[src/rtl/core/ucd_pkg.sv]
// Package for the undirected graph cycle detector.
// Holds request codes, sizing defaults and the controller/datapath command and status structs.
// No dependencies.
package ucd_pkg;

	localparam int MAX_VERTICES_DEF = 64;
	localparam logic [6:0] VC_RESET = 7'd64;

	// Width of one slice of the neighbor mask that the push step examines per cycle.
	localparam int CHUNK_BITS = 8;
	localparam int CHUNK_IW = 3;

	localparam logic [1:0] REQ_ADD = 2'd0;
	localparam logic [1:0] REQ_CLEAR = 2'd1;
	localparam logic [1:0] REQ_RUN = 2'd2;

	typedef struct packed {
		logic ready;
		logic sweep;
		logic scan_clr;
		logic scan_inc;
		logic run_init;
		logic rd_a;
		logic wr_a;
		logic wr_b;
		logic root;
		logic pop;
		logic load;
		logic check;
		logic push;
		logic chunk_inc;
		logic publish;
		logic res_status;
		logic res_cycle;
	} cmd_t;

	typedef struct packed {
		logic in_valid;
		logic [1:0] req;
		logic edge_ok;
		logic sweep_last;
		logic scan_end;
		logic scan_visited;
		logic depth_zero;
		logic hit;
		logic chunk_nz;
		logic chunk_last;
		logic out_free;
	} stat_t;

endpackage

[src/rtl/core/ucd_ctrl.sv]
// Sequencer for the cycle detector: decodes requests and steps the search.
// Depends on ucd_pkg for the command and status structs and request codes.
module ucd_ctrl (
	input  logic           clk,
	input  logic           arst_n,
	input  ucd_pkg::stat_t stat,
	output ucd_pkg::cmd_t  cmd
);

	localparam logic [3:0] S_INIT     = 4'd0;
	localparam logic [3:0] S_IDLE     = 4'd1;
	localparam logic [3:0] S_DISP     = 4'd2;
	localparam logic [3:0] S_EDGE_RB  = 4'd3;
	localparam logic [3:0] S_EDGE_WB  = 4'd4;
	localparam logic [3:0] S_CLEAR    = 4'd5;
	localparam logic [3:0] S_SCAN     = 4'd6;
	localparam logic [3:0] S_POP      = 4'd7;
	localparam logic [3:0] S_LOAD     = 4'd8;
	localparam logic [3:0] S_CHECK    = 4'd9;
	localparam logic [3:0] S_PUSH     = 4'd10;
	localparam logic [3:0] S_RESP     = 4'd11;

	logic [3:0] state_q, state_d;
	logic res_status_q, res_status_d;
	logic res_cycle_q, res_cycle_d;

	always_comb begin
		cmd = '0;
		state_d = state_q;
		res_status_d = res_status_q;
		res_cycle_d = res_cycle_q;
		cmd.res_status = res_status_q;
		cmd.res_cycle = res_cycle_q;
		unique case (state_q)
			S_INIT: begin
				cmd.sweep = 1'b1;
				cmd.scan_inc = 1'b1;
				if (stat.sweep_last) state_d = S_IDLE;
			end
			S_IDLE: begin
				cmd.ready = 1'b1;
				if (stat.in_valid) state_d = S_DISP;
			end
			S_DISP: begin
				res_status_d = 1'b0;
				res_cycle_d = 1'b0;
				unique case (stat.req)
					ucd_pkg::REQ_ADD: begin
						if (stat.edge_ok) begin
							cmd.rd_a = 1'b1;
							state_d = S_EDGE_RB;
						end else begin
							res_status_d = 1'b1;
							state_d = S_RESP;
						end
					end
					ucd_pkg::REQ_CLEAR: begin
						cmd.scan_clr = 1'b1;
						state_d = S_CLEAR;
					end
					ucd_pkg::REQ_RUN: begin
						cmd.run_init = 1'b1;
						state_d = S_SCAN;
					end
					default: state_d = S_RESP;
				endcase
			end
			S_EDGE_RB: begin
				cmd.wr_a = 1'b1;
				state_d = S_EDGE_WB;
			end
			S_EDGE_WB: begin
				cmd.wr_b = 1'b1;
				state_d = S_RESP;
			end
			S_CLEAR: begin
				cmd.sweep = 1'b1;
				cmd.scan_inc = 1'b1;
				if (stat.sweep_last) state_d = S_RESP;
			end
			S_SCAN: begin
				priority if (stat.scan_end) begin
					state_d = S_RESP;
				end else if (stat.scan_visited) begin
					cmd.scan_inc = 1'b1;
				end else begin
					cmd.root = 1'b1;
					state_d = S_POP;
				end
			end
			S_POP: begin
				if (stat.depth_zero) begin
					cmd.scan_inc = 1'b1;
					state_d = S_SCAN;
				end else begin
					cmd.pop = 1'b1;
					state_d = S_LOAD;
				end
			end
			S_LOAD: begin
				cmd.load = 1'b1;
				state_d = S_CHECK;
			end
			S_CHECK: begin
				if (stat.hit) begin
					res_cycle_d = 1'b1;
					state_d = S_RESP;
				end else begin
					cmd.check = 1'b1;
					state_d = S_PUSH;
				end
			end
			S_PUSH: begin
				priority if (stat.chunk_nz) begin
					cmd.push = 1'b1;
				end else if (stat.chunk_last) begin
					state_d = S_POP;
				end else begin
					cmd.chunk_inc = 1'b1;
				end
			end
			S_RESP: begin
				if (stat.out_free) begin
					cmd.publish = 1'b1;
					state_d = S_IDLE;
				end
			end
			default: state_d = S_IDLE;
		endcase
	end

	always_ff @(posedge clk or negedge arst_n) begin
		if (!arst_n) begin
			state_q <= S_INIT;
			res_status_q <= 1'b0;
			res_cycle_q <= 1'b0;
		end else begin
			state_q <= state_d;
			res_status_q <= res_status_d;
			res_cycle_q <= res_cycle_d;
		end
	end

endmodule

[config.mk]
export PLATFORM = sky130hd
export DESIGN_NAME = ucd_ctrl
export DESIGN_NICKNAME = d
export VERILOG_FILES = /design/src/rtl/core/ucd_pkg.sv /design/src/rtl/core/ucd_ctrl.sv
export SDC_FILE = /design/constraint.sdc
export NUM_CORES = 1
export LEC_CHECK = 0
export ABC_AREA = 1
export ABC_CLOCK_PERIOD_IN_PS = 1300
export BUFFER_PORTS_ARGS = -buffer_cell sky130_fd_sc_hd__buf_2
export CORE_AREA = 10 10 52 54
export CTS_BUF_LIST = sky130_fd_sc_hd__clkbuf_8
export CTS_CLUSTER_DIAMETER = 80
export CTS_CLUSTER_SIZE = 30
export DETAILED_ROUTE_END_ITERATION = 10
export DIE_AREA = 0 0 62 64
export PLACE_DENSITY = 0.78
export SYNTH_ARGS = -nofsm -noshare
export SYNTH_HDL_FRONTEND = slang
export SYNTH_SLANG_ARGS = --single-unit
[constraint.sdc]
create_clock -name clk -period 1.3 [get_ports clk]
set_input_delay 0.195 -clock clk [delete_from_list [all_inputs] [get_ports clk]]
set_output_delay 0.195 -clock clk [all_outputs]
set_load 0.01 [all_outputs]
# Word level (Yosys, flattened, before mapping)
# Index checks and enable logic that the tools add are counted.
# W data, S select, Z words.
[op_classes]
muxes = 45
eq_ne = 21
reduce_logical = 6
[ops]
columns = ["op", "count"]
rows = [
  ["$pmux W4 S12", 1],
  ["$mux W4", 10],
  ["$mux W1", 29],
  ["$eq A4 B3 Y1 const B", 4],
  ["$eq A4 B4 Y1 const B", 4],
  ["$ne A2 B2 Y1 const B", 7],
  ["$pmux W4 S3", 1],
  ["$eq A4 B2 Y1 const B", 2],
  ["$reduce_and A7 Y1", 1],
  ["$eq A4 B1 Y1 const B", 1],
  ["$logic_not A4 Y1", 1],
  ["$mux W2", 2],
  ["$ne A3 B3 Y1 const B", 1],
  ["$pmux W1 S3", 1],
  ["$eq A2 B1 Y1 const B", 1],
  ["$eq A2 B2 Y1 const B", 1],
  ["$logic_not A2 Y1", 1],
  ["$pmux W1 S2", 1],
  ["$reduce_and A2 Y1", 1],
  ["$reduce_bool A2 Y1", 1],
  ["$reduce_or A2 Y1", 1],
]
[word_totals]
input_bits = 14
ff_bits = 6

# Depth between registers and ports, before layout
[depth]
word_depth = 3
depth_mapped = 9
mapped_depth_nobuf = 9

# Worst setup path after synthesis
# Ideal clock, no wire load.
[synth_timing]
kind = "register to register"
startpoint = "reg state_q[2]"
endpoint = "reg state_q[1]"
path_slack_ns = 0.005
period_less_slack_ns = 1.295
setup_time_ns = 0.117
n_path_buf = 0
path_stages_with_launch = 7
arrival_time_ns = 1.178
cell_sequence = "dfrtp_1 -> nor2_1 -> nand2_1 -> nand2_2 -> a21oi_4 -> nand3_1 -> nand2_1"
[synth_between]
elab_chain_len = 3
[synth_lines]
columns = ["item", "line_no", "text"]
rows = [
  ["start, declared", "ucd_ctrl.sv:23", "logic [3:0] state_q, state_d;"],
  ["start signal, assigned", "ucd_ctrl.sv:138", "state_q <= state_d;"],
  ["$eq A4 B3 Y1 (tied with other cells)", "ucd_ctrl.sv:34", "unique case (state_q)"],
  ["$ne A3 B3 Y1 (no line) / $ne A2 B2 Y1 (equally long branches)", "-", ""],
  ["$reduce_and A7 Y1 (no line)", "-", ""],
]
# Several ways; a longest one is shown, not always the timed one.
# A chain may end at the register's enable or synchronous reset.

==> flow_summary.yaml <==
clocking:
  path_clk_slew_ns: 0.03
  htreeDepth: 1
  cts-root-buf: "clkbuf_8"
  tritoncts: "built"
  numCtsBuffers: 3
  clock_latency_ns: 0.22
  clockBufferDepth: 2
  cts.sinks: 6
floorplanning:
  ios: 31
  coreArea_sq_mm: 0.001708
  die-area_sq_mm: 0.003968
  num_rows: 15
  fp.dieH_um: 64
  initial_core_util_pct: 41.90
  die_w_um: 62
synthesis:
  synth_top_cell_by_area: "dfrtp_1"
  yosysSeqAreaShare_pct: 20.98
  synth_nets: 136
  synth_top_flop_cell: "dfrtp_1"
  synth_area_sq_um: 715.7
  yosysMostFrequentCell: "nand2_1"
  synthTopCellsByArea: "dfrtp_1 21%, nand2_1 17%, nor2_1 8.9%"
  async_reset_ff_share_pct: 100.0
  avgSynthCellArea_sq_um: 6.117
  synth_cell_types: 21
  synth_edf_count: 0
  synth.cells.most_frequent: "32 x nand2_1, 17 x nor2_1, 14 x inv_1, 12 x nand3_1"
  yosysTopAreaCellShare_pct: 20.98
  ys_warn_count: 0
  synth_cells: 117
  ys_ff_latch: 6
sta:
  hold_ws_ns: 0.2851
  finalCritPeriodShare_pct: 122.9
  hold_viol: 0
  fin_ws_ns: -0.2971
  setup_viol: 19
  max_freq_ghz: 0.6261
  drv_slew: 0
  rsz0062_at_grt: "true"
  fin_worst_skew_ns: 0.001772
  max_slew.worst_pin.slew_ns: 0.2195
  min_period_ns: 1.597
  slew_headroom_pct: 85.33
critical_path:
  critPathSlowestCell: "dfrtp_2"
  r2r_cells: 9
  critPathArrivalTime_ns: 1.40
  critPathMaxStageDelay_ns: 0.42
  required_ns: 1.11
  crit_chain: "inv_2 > nor2_4 > nand3_1 > o2111ai_2 > buf_2"
  crit_family: "flip-flops"
  r2r_setup_slack_ns: -0.16
  path_buf_inv: 2
  worst-path-max-fanout: 6
  endpoint_kind: "output port"
  critPathKind: "flop to output port"
  timing.critical_path.to: "cmd[13]"
  r2r_end: "state_q[2]$_DFFE_PN0P_"
  critPathLaunchType: "flop"
  setup.worst_path.start: "state_q[2]$_DFFE_PN0P_"
  path_depth: 5
  regToRegStartpoint: "state_q[3]$_DFFE_PN0P_"
place:
  port_buffers: 30
  pre_cts_ws_ns: -0.07234
  place_area_sq_um: 949.7
  place_hpwl_um: 1850
  gp_congestion: 0.9226
power:
  vdd_ir_drop_max_uv: 1365
  powerDensity_mw_per_mm2: 2312
  power.leakage_nw: 0.6853
  total_power_mw: 2.794
routing:
  drc: 0
  drt_wl_total_um: 3082
  firstDrtPassIters: 4
  vias_per_cell: 5.222
  initialDrtViolationCount: 41
  wire_per_inst_um: 15.89
  vias: 1013
  antenna_left: 0
cells_and_area:
  diodes: 0
  syn2layout_area_growth_pct: 68.88
  layout.nets: 190
  drive_above_1_share_pct: 55.62
  fillCellCount: 133
  stdcell_area_sq_mm: 0.001209
global_routing:
  grt_pass1_vias: 898
  grt_pass1_wl_um: 4029
  grt_usage_pct: 13.10
  grt_max_degree: 9
  gr-total-overflow: 0
  antenna_found_initial: 0
worst_hold_path:
  hold_path_depth: 4
  holdCritPathClass: "input port to flop"
status:
  status: "complete, but fails checks"
  violations: "negative setup slack"
flow_run:
  drv_cap: 0
==> state kept, by name, summed over array words and instances, names as in the netlist <==
| signal | flops |
|---|---|
| res_cycle_q | 1 |
| res_status_q | 1 |
| state_q | 4 |
==> final cells by class <==
cell class                 count  area (sq um)  share of cell area (%)
multi-input combinational     89         564.3                   46.69
tap                           25         31.28                   2.588
clock buffer                   3         41.29                   3.416
inverter                      20         75.07                   6.211
sequential                     6         155.1                   12.84
timing repair buffer          51         341.6                   28.26
==> worst min-delay path by stage <==
stage	start	to	slack (ns)
3_3_place_gp	arst_n	state_q[1]$_DFFE_PN0P_	0.02
4_1_cts	stat[8]	res_status_q$_DFFE_PN0N_	0.28
3_5_place_dp	arst_n	state_q[1]$_DFFE_PN0P_	0.02
2_1_floorplan	arst_n	res_cycle_q$_DFFE_PN0P_	-0.10
6_report	stat[8]	res_status_q$_DFFE_PN0N_	0.29
5_1_grt	stat[8]	res_status_q$_DFFE_PN0N_	0.30
==> where the power goes <==
| part | internal, mW | switching (mW) |
|---|---|---|
| sequential | 0.287 | 0.153 |
| combinational | 0.913 | 1.17 |
| clock | 0.198 | 0.0757 |
| total | 1.40 | 1.40 |
==> layer usage <==
layer / global-route usage (%) / part of all wire (%) / vias up
met1: 14.06 / 35 / 463
met4: 6.425 / 4.5 / 0
met3: 1.383 / 7.1 / 16
met5: 0 / 0 / -
met2: 23.85 / 53 / 66
li1: - / - / 468
==> worst reg2reg max path, delay by kind of cell (launching register included) <==
family | cells | cell delay (ns)
simple gates | 7 | 0.62
flops | 1 | 0.45
buf+inv | 2 | 0.28
==> layout by cell type (no fill, tap or decap), drive strengths merged <==
cell / count
a21oi: 4
a32o: 1
buf: 50
clkbuf: 3
dfrtp: 6
dlygate4sd3: 1
ha: 5
inv: 20
nand2: 36
nand3: 12
nand3b: 1
nand4: 1
nor2: 23
nor3: 3
o2111ai: 1
o211ai: 1
o21ai: 1
==> through the flow <==
stage / std cells / utilization (%) / setup TNS [ns]
floorplan: 117 / - / 0
global placement: 179 / 55.60 / -0.06566
detailed placement: 179 / 55.60 / -0.3168
CTS: 190 / 65.79 / -2.597
global route: 194 / 70.77 / -4.624
finish: 194 / 70.77 / -3.655
==> kinds of logic after synthesis <==
kind of cell    Yosys count  share of synthesized area (%)
simple gates             76                          48.95
buf+inv                  22                          12.59
compound gates            8                          8.741
flops                     6                          20.98
fa+ha+maj                 5                          8.741
==> repair_timing <==
item	CTS	global route
pin swaps	2	7
setup endpoints to repair	19	19
resized for setup	22	15
hold buffers	1	0
hold endpoints to repair	6	0
setup buffers	7	4
Power figures use the tool's default switching activity.
